## config.mk

```make
export PLATFORM = sky130hd
export DESIGN_NAME = mean_rms_accumulator_top
export DESIGN_NICKNAME = d
export VERILOG_FILES = /design/src/hdl/mra_pkg.sv /design/src/hdl/mra_divsqrt.sv /design/src/hdl/mean_rms_accumulator_top.sv
export SDC_FILE = /design/constraint.sdc
export NUM_CORES = 2
export LEC_CHECK = 0
export ABC_CLOCK_PERIOD_IN_PS = 12770
export BUFFER_PORTS_ARGS = -buffer_cell sky130_fd_sc_hd__buf_2
export CAP_MARGIN = 20
export CORE_ASPECT_RATIO = 0.6
export CORE_MARGIN = 5
export CORE_UTILIZATION = 60
export DETAILED_ROUTE_END_ITERATION = 16
export GPL_ROUTABILITY_DRIVEN = 1
export PLACE_DENSITY = 0.85
export SLEW_MARGIN = 20
export SYNTH_ARGS = -nofsm -noshare
export SYNTH_HDL_FRONTEND = slang
export SYNTH_SLANG_ARGS = --single-unit
```

## constraint.sdc

```tcl
create_clock -name clk_i -period 12.77 [get_ports clk_i]
set_input_delay 1.9155 -clock clk_i [delete_from_list [all_inputs] [get_ports clk_i]]
set_output_delay 1.9155 -clock clk_i [all_outputs]
set_load 0.02 [all_outputs]
```

## src/hdl/mra_pkg.sv

```systemverilog
// Shared constants, helper function and control types of the mean/RMS accumulator.
package mra_pkg;

  localparam int MAX_SAMPLES_DEF = 512;
  localparam int SAMPLE_BITS_DEF = 24;

  function automatic int max_int(input int a, input int b);
    return (a > b) ? a : b;
  endfunction

  // request to the shared shift-subtract unit
  typedef struct packed {
    logic start;
    logic sqrt_mode;
  } mra_ctl_t;

  typedef struct packed {
    logic busy;
    logic done;
  } mra_stat_t;

endpackage

```

## src/hdl/mra_divsqrt.sv

```systemverilog
// Shared shift-subtract unit: restoring divide by the count, or bit-pair integer root.
module mra_divsqrt #(
  parameter int SAMPLE_BITS = mra_pkg::SAMPLE_BITS_DEF,
  parameter int COUNT_BITS  = 10,
  localparam int XW = mra_pkg::max_int(2 * SAMPLE_BITS - 2 + COUNT_BITS, 2 * SAMPLE_BITS)
) (
  input  logic                  clk_i,
  input  logic                  rst_ni,
  input  mra_pkg::mra_ctl_t     ctl_i,
  input  logic [XW-1:0]         operand_i,
  input  logic [COUNT_BITS-1:0] divisor_i,
  output mra_pkg::mra_stat_t    stat_o,
  output logic [XW-1:0]         result_o
);
  import mra_pkg::*;

  localparam int RW = max_int(COUNT_BITS + 1, SAMPLE_BITS + 2);
  localparam int CW = $clog2(XW + 1);

  logic [RW-1:0] r_q;
  logic [XW-1:0] q_q;
  logic [XW-1:0] x_q;
  logic          sqrt_q;
  logic [CW-1:0] cnt_q, cnt_d;
  logic          busy_q, busy_d;
  logic          done_q, done_d;

  logic [RW-1:0] r_shift;
  logic [RW-1:0] trial;
  logic [RW:0]   diff;
  logic          ge;

  always_comb begin
    if (sqrt_q) begin
      r_shift = {r_q[RW-3:0], x_q[XW-1 -: 2]};
      trial   = {q_q[RW-3:0], 2'b01};
    end else begin
      r_shift = {r_q[RW-2:0], x_q[XW-1]};
      trial   = RW'(divisor_i);
    end
    diff = {1'b0, r_shift} - {1'b0, trial};
    ge   = ~diff[RW];
  end

  always_comb begin
    cnt_d  = cnt_q;
    busy_d = busy_q;
    done_d = 1'b0;
    if (ctl_i.start) begin
      cnt_d  = ctl_i.sqrt_mode ? CW'(SAMPLE_BITS) : CW'(XW);
      busy_d = 1'b1;
    end else if (busy_q) begin
      cnt_d = cnt_q - 1'b1;
      if (cnt_q == CW'(1)) begin
        busy_d = 1'b0;
        done_d = 1'b1;
      end
    end
  end

  always_ff @(posedge clk_i or negedge rst_ni) begin
    if (!rst_ni) begin
      cnt_q  <= '0;
      busy_q <= 1'b0;
      done_q <= 1'b0;
    end else begin
      cnt_q  <= cnt_d;
      busy_q <= busy_d;
      done_q <= done_d;
    end
  end

  always_ff @(posedge clk_i) begin
    if (ctl_i.start) begin
      r_q    <= '0;
      q_q    <= '0;
      x_q    <= operand_i;
      sqrt_q <= ctl_i.sqrt_mode;
    end else if (busy_q) begin
      r_q <= ge ? diff[RW-1:0] : r_shift;
      q_q <= {q_q[XW-2:0], ge};
      x_q <= sqrt_q ? (x_q << 2) : (x_q << 1);
    end
  end

  assign stat_o.busy = busy_q;
  assign stat_o.done = done_q;
  assign result_o    = q_q;

endmodule

```

## src/hdl/mean_rms_accumulator_top.sv

```systemverilog
// Mean and RMS spread of sample runs: accumulator, sequencer and result register.
// Samples are taken one per cycle while the block accumulates; the request carrying
// the last mark starts the end-of-run work and the input stalls until it is done.
// That work runs on one shared shift-subtract unit, one bit (divide) or one bit pair
// (root) per cycle: it divides |sum| by n, then square_sum by n, then takes the root,
// with sequencing, done handover and the mean-squared multiply between the steps;
// the input stalls until the result enters a free output register. The divides
// work on XW = max(2*SAMPLE_BITS-2+COUNT_BITS, 2*SAMPLE_BITS) bit operands.
// A finished result waits in the output register while the next run accumulates.
// Samples beyond MAX_SAMPLES in a run are dropped; the spread saturates at
// 2^(SAMPLE_BITS-1)-1.
module mean_rms_accumulator_top #(
  parameter int MAX_SAMPLES = mra_pkg::MAX_SAMPLES_DEF,
  parameter int SAMPLE_BITS = mra_pkg::SAMPLE_BITS_DEF,
  localparam int COUNT_BITS = $clog2(MAX_SAMPLES + 1)
) (
  input  logic                   clk_i,
  input  logic                   rst_ni,
  input  logic                   in_valid_i,
  output logic                   in_stall_o,
  input  logic [SAMPLE_BITS-1:0] sample_i,
  input  logic                   last_i,
  output logic                   out_valid_o,
  input  logic                   out_stall_i,
  output logic [SAMPLE_BITS-1:0] mean_o,
  output logic [SAMPLE_BITS-2:0] spread_o,
  output logic [COUNT_BITS-1:0]  sample_count_o
);
  import mra_pkg::*;

  localparam int SB     = SAMPLE_BITS;
  localparam int CB     = COUNT_BITS;
  localparam int SUM_W  = SB + CB;
  localparam int PROD_W = 2 * SB - 1;
  localparam int SQ_W   = 2 * SB - 2 + CB;
  localparam int XW     = max_int(SQ_W, 2 * SB);

  localparam logic [2:0] ST_ACC       = 3'd0;
  localparam logic [2:0] ST_DIVS_GO   = 3'd1;
  localparam logic [2:0] ST_DIVS_WAIT = 3'd2;
  localparam logic [2:0] ST_DIVQ_WAIT = 3'd3;
  localparam logic [2:0] ST_MUL       = 3'd4;
  localparam logic [2:0] ST_SQRT_GO   = 3'd5;
  localparam logic [2:0] ST_SQRT_WAIT = 3'd6;
  localparam logic [2:0] ST_PUSH      = 3'd7;

  logic [2:0]       state_q, state_d;
  logic [SUM_W-1:0] sum_q;
  logic [SQ_W-1:0]  sq_q;
  logic [CB-1:0]    count_q;
  logic             out_valid_q, out_valid_d;

  logic [SB-1:0]     mmag_q;
  logic [SB-1:0]     mean_q;
  logic [PROD_W-1:0] msq_q;
  logic [PROD_W-1:0] sqm_q;
  logic [SB-2:0]     root_q;

  logic [SB-1:0]     mean_out_q;
  logic [SB-2:0]     spread_out_q;
  logic [CB-1:0]     count_out_q;

  logic              accept;
  logic              take;
  logic              push;
  logic [SB-1:0]     smag;
  logic [SB-1:0]     mul_a;
  logic [2*SB-1:0]   prod;
  logic [SUM_W-1:0]  sum_mag;
  logic [PROD_W-1:0] var_v;
  logic [SB-1:0]     root_raw;
  logic [SB-1:0]     qmag;

  mra_ctl_t          ctl;
  mra_stat_t         stat;
  logic [XW-1:0]     operand;
  logic [XW-1:0]     result;

  assign in_stall_o = (state_q != ST_ACC);
  assign accept     = in_valid_i && !in_stall_o;
  assign take       = accept && (count_q < CB'(MAX_SAMPLES));
  assign push       = (state_q == ST_PUSH) && (!out_valid_q || !out_stall_i);

  assign smag    = sample_i[SB-1] ? (~sample_i + 1'b1) : sample_i;
  assign mul_a   = (state_q == ST_MUL) ? mmag_q : smag;
  assign prod    = (2 * SB)'(mul_a) * (2 * SB)'(mul_a);
  assign sum_mag = sum_q[SUM_W-1] ? (~sum_q + 1'b1) : sum_q;
  assign var_v   = (msq_q >= sqm_q) ? (msq_q - sqm_q) : (sqm_q - msq_q);
  assign root_raw = result[SB-1:0];
  assign qmag     = result[SB-1:0];

  // one request to the shared unit per phase
  always_comb begin
    ctl       = '0;
    operand   = '0;
    unique case (state_q)
      ST_DIVS_GO: begin
        ctl.start = 1'b1;
        operand   = XW'(sum_mag);
      end
      ST_DIVS_WAIT: begin
        ctl.start = stat.done;
        operand   = XW'(sq_q);
      end
      ST_SQRT_GO: begin
        ctl.start     = 1'b1;
        ctl.sqrt_mode = 1'b1;
        // operand aligned to the top so the root takes SB bit pairs
        operand       = XW'({1'b0, var_v}) << (XW - 2 * SB);
      end
      default: begin
        ctl = '0;
      end
    endcase
  end

  mra_divsqrt #(
    .SAMPLE_BITS(SAMPLE_BITS),
    .COUNT_BITS (COUNT_BITS)
  ) u_divsqrt (
    .clk_i    (clk_i),
    .rst_ni   (rst_ni),
    .ctl_i    (ctl),
    .operand_i(operand),
    .divisor_i(count_q),
    .stat_o   (stat),
    .result_o (result)
  );

  always_comb begin
    state_d = state_q;
    unique case (state_q)
      ST_ACC:       if (accept && last_i) state_d = ST_DIVS_GO;
      ST_DIVS_GO:   state_d = ST_DIVS_WAIT;
      ST_DIVS_WAIT: if (stat.done) state_d = ST_DIVQ_WAIT;
      ST_DIVQ_WAIT: if (stat.done) state_d = ST_MUL;
      ST_MUL:       state_d = ST_SQRT_GO;
      ST_SQRT_GO:   state_d = ST_SQRT_WAIT;
      ST_SQRT_WAIT: if (stat.done) state_d = ST_PUSH;
      ST_PUSH:      if (push) state_d = ST_ACC;
      default:      state_d = ST_ACC;
    endcase
  end

  always_comb begin
    out_valid_d = out_valid_q && out_stall_i;
    if (push) out_valid_d = 1'b1;
  end

  always_ff @(posedge clk_i or negedge rst_ni) begin
    if (!rst_ni) begin
      state_q     <= ST_ACC;
      sum_q       <= '0;
      sq_q        <= '0;
      count_q     <= '0;
      out_valid_q <= 1'b0;
    end else begin
      state_q     <= state_d;
      out_valid_q <= out_valid_d;
      if (push) begin
        sum_q   <= '0;
        sq_q    <= '0;
        count_q <= '0;
      end else if (take) begin
        sum_q   <= sum_q + {{CB{sample_i[SB-1]}}, sample_i};
        sq_q    <= sq_q + SQ_W'(prod[PROD_W-1:0]);
        count_q <= count_q + 1'b1;
      end
    end
  end

  always_ff @(posedge clk_i) begin
    if (state_q == ST_DIVS_WAIT && stat.done) begin
      mmag_q <= qmag;
      mean_q <= sum_q[SUM_W-1] ? (~qmag + 1'b1) : qmag;
    end
    if (state_q == ST_DIVQ_WAIT && stat.done) begin
      msq_q <= result[PROD_W-1:0];
    end
    if (state_q == ST_MUL) begin
      sqm_q <= prod[PROD_W-1:0];
    end
    if (state_q == ST_SQRT_WAIT && stat.done) begin
      root_q <= root_raw[SB-1] ? '1 : root_raw[SB-2:0];
    end
    if (push) begin
      mean_out_q   <= mean_q;
      spread_out_q <= root_q;
      count_out_q  <= count_q;
    end
  end

  assign out_valid_o    = out_valid_q;
  assign mean_o         = mean_out_q;
  assign spread_o       = spread_out_q;
  assign sample_count_o = count_out_q;

endmodule
```

==> results by group <==
Logic synthesis
  – Post-synthesis share of cell area spent on and, or, nand and nor gates: 0.115
  – Mean instance size in the synthesized netlist: 9.33 µm²
  – Share of the synthesized netlist area taken by xor and xnor gates: 0.0525
  – Count of mapped cells out of synthesis: 4880
  – Summed instance area of the synthesized netlist: 45500 µm²
  – Adder-cell share of the synthesized area: 0.292
  – Dominant register cell in the synthesized netlist: edfxtp_1
  – Proportion of synthesized chip area in sequential cells: 0.276
  – Compound-cell area share of the yosys netlist: 0.149
  – FF+latch count, synth: 461
  – Multiplexer area fraction after synthesis: 0.0361
  – Post-synthesis async set-or-reset flop share: 0.243
  – Count of unique library cells instantiated by Yosys: 83
  – Main combinational cell family by area after synthesis: adder cells
  – Post-Syn Nets: 5714
  – Number of flops mapped to enable cells by yosys: 277
  – Number of warnings reported in the yosys synthesis log: 0

Critical path
  – Start point of the critical path: sample_i[6]
  – CP max-delay cell: or4_1
  – CP Data Arrival Time: 12.89 ns
  – Critical path buffer and inverter count: 9
  – Beginning of the worst register-to-register path: state_q[1]
  – Peak per-stage delay on the critical path: 0.63 ns
  – Worst Path Class, Setup: in2reg
  – Endpoint class of the critical path: flip-flop
  – Critical path fanouts, max: 5
  – Critical Path Source Type: primary input
  – Crit path required time: 13.22 ns
  – Family with the most delay on the worst path: adder cells

Timing
  – Hold violation count in the final report: 0
  – Smallest setup slack after layout: 0.331 ns
  – Period Utilization, post-route: 0.974
  – Worst slew margin: 0.271
  – Final Setup Violations: 0
  – Final Skew: 0.0327 ns
  – Post-layout minimum cycle time: 12.44 ns
  – Slew at the pin with the worst max-slew slack: 1.09 ns
  – Fmax: 80.4 MHz
  – Pins over their slew limit: 0

Cells and area
  – Final Util: 0.672
  – Register area: 12600 µm²
  – Share of final-layout standard cells stronger than drive strength 1: 0.122
  – Multi-input gate area in the final layout: 29500 µm²
  – Number of filler instances in the final layout: 5778
  – Area added between synthesis and finish: 11.2%
  – Layout Nets: 5990

Detailed routing
  – M1 wire length: 60400 µm
  – Via count of the routed design: 38100
  – DRC errors left: 0
  – Number of routed nets with antenna violations: 0
  – Routed length on met2: 54400 µm
  – Vias/cell: 6.15
  – Final routed wire length divided by cell count: 23.4 µm
  – Number of DRC violations after detailed-routing iteration 0: 5400
  – WL final: 145000 µm
  – Amount of wire on met3 after detailed routing: 26000 µm
  – Detailed-routing iteration count for the pre-antenna-repair pass: 6
  – Top routing layer used: met5

CTS
  – TritonCTS clock tree: built
  – CTS sink cnt: 461
  – Hold-fix buffer count after cts: 0
  – Clock buffer count from CTS: 42
  – Clock insertion delay at the later pin of the skew report: 0.60 ns
  – Clk slew on worst S/H paths: 0.07 ns
  – Clock Tree Root: clkbuf_16
  – Buffer levels on the longest clock path: 3
  – Number of levels in the clock H-tree: 2

Global routing
  – Pin count of the biggest net entering global routing: 76
  – First-pass GRT wire length: 220000 µm
  – Vias in the first global route: 37000
  – Number of antenna violations at the first check in global routing: 6
  – Total grt overflow: 0
  – Total Routing Usage GR: 0.353

Placed design
  – Port Buf Inserts: 87
  – Post-placement setup slack: -0.322 ns
  – Final weighted congestion in routability-driven placement: 1.08
  – Post-detail-place hpwl: 115000 µm

Die
  – Die Width: 366 µm
  – Die boundary height: 223 µm
  – Initial core utilization: 0.604
  – Count of pins on the block boundary: 88
  – Die Outline Area: 81700 µm²
  – Area of the core: 75300 µm²
  – Standard-cell row count: 78

Status
  – Status: completed

Flow run
  – MaxCap Viol Count: 0

Hold path
  – HP Class: reg2reg
  – Hold path startpoint: mean_q[22]
==> per-layer routing <==
metal  GRT usage  vias to the layer above
li1            -                    17000
met1       0.515                    18300
met2       0.450                     2451
met3       0.195                      310
met4      0.0796                       14
met5      0.0232                        -
==> metrics by stage <==
stage	hold WS [ns]	instances	TNS (ns)	instance area (µm²)
floorplan	0.400	4880	0	45500
global placement	0.402	6110	-0.590	49200
detailed placement	0.405	6110	-2.48	49200
CTS	0.416	6188	0	50500
global route	0.426	6190	-0.0683	50600
finish	0.417	6194	0	50600
==> sequential cells by signal, summed over array words and instances, names as in the netlist <==
signal / count
sample_count_o: 10
mmag_q: 24
u_divsqrt.result_o: 47
sq_q: 56
u_divsqrt.cnt_q: 6
state_q: 3
u_divsqrt.sqrt_q: 1
root_q: 23
u_divsqrt.busy_q: 1
u_divsqrt.done_q: 1
u_divsqrt.x_q: 56
mean_q: 23
sqm_q: 46
msq_q: 47
count_q: 10
out_valid_o: 1
spread_o: 23
u_divsqrt.r_q: 25
sum_q: 34
mean_o: 24
==> worst register-to-register path: cells and delay by family, from the launching register on <==
family / cells / cell delay, ns
fa+ha+maj: 9 / 4.31
flops: 1 / 0.48
buf+inv: 9 / 1.92
xor+xnor: 2 / 0.29
simple gates: 10 / 1.90
compound gates: 13 / 2.53
==> synthesized netlist by cell type (16+ instances only) <==
library cell  number  area [µm²]
xor2_1           109         955
or2_2             34         213
a211oi_1          34         255
a221oi_1          33         289
nor2b_1           53         332
xnor2_1          164        1440
buf_1             25        93.8
nand4_1           40         250
inv_1            755        2830
nand2b_1          38         238
o211ai_1          16         120
nor2_1           373        1400
a21oi_1          307        1540
nand2_1          411        1540
o21a_1            30         225
mux2_2            32         360
a21o_1           140        1050
edfxtp_1         277        8320
mux2i_1          128        1280
or3_1             20         125
o21ai_0          256        1280
o21bai_1          41         308
clkbuf_1         177         664
dfxtp_1           72        1440
nor3_1            42         210
and3_1            17         106
o31ai_1           48         360
fa_1             427        8550
o41ai_1           16         140
nand3_1           61         305
a31oi_1           23         144
dfrtp_1          112        2800
ha_1             378        4730
==> layout make-up <==
class,instances,share of cell area
Timing Repair Buffer,439,0.0616
Multi-Input combinational cell,3451,0.582
Inverter,761,0.0565
Antenna cell,4,0.000198
Clock buffer,52,0.0221
Sequential cell,461,0.248
Tap cell,1000,0.0247
Clock inverter,26,0.00479
==> timing repair <==
item / in CTS / in global routing
setup buffers: 0 / 2
endpoints found under the setup margin: 0 / 13
resized for setup: 0 / 21
==> placed cells by master, fill, tap and decap left out, drive strengths merged, types with 21 or more instances in the layout <==
master / n
clkbuf: 52
mux2: 32
dfxtp: 72
ha: 378
buf: 439
edfxtp: 277
a211oi: 35
o21ai: 257
nand2b: 38
nor2: 373
or2: 34
nor3: 42
o21bai: 41
nor2b: 53
a21o: 140
o21a: 30
nand3: 61
xor2: 109
a31oi: 23
inv: 762
mux2i: 128
nand4: 40
fa: 427
a21oi: 307
nand2: 411
o31ai: 49
or3: 22
xnor2: 164
dfrtp: 112
a221oi: 34
clkinv: 21
==> worst paths after layout <==
check	to	slack [ns]	depth (start not counted)
max in group asynchronous	sum_q[10]	9.87	2
min in group asynchronous	sq_q[38]	1.45	1
setup reg to reg	sq_q[51]	1.16	43
setup / recovery	sq_q[44]	0.33	47
hold / removal	mean_o[22]	0.42	0
hold reg to reg	mean_o[22]	0.42	0
==> kinds of logic (layout without fill, tap and decap cells) <==
kind of cell	after synthesis	after routing
XOR/XNOR	273	273
AO/OA/AOI/OAI	1058	1058
multiplexers	160	160
adder cells (fa/ha/maj)	805	805
flip-flops	461	461
buffers and inverters	968	1278
AND/OR/NAND/NOR	1155	1155
other	0	4
Power is left out: the tool's default activity adds up to more than one toggle a clock period on the data nets, which glitch-free logic cannot reach.
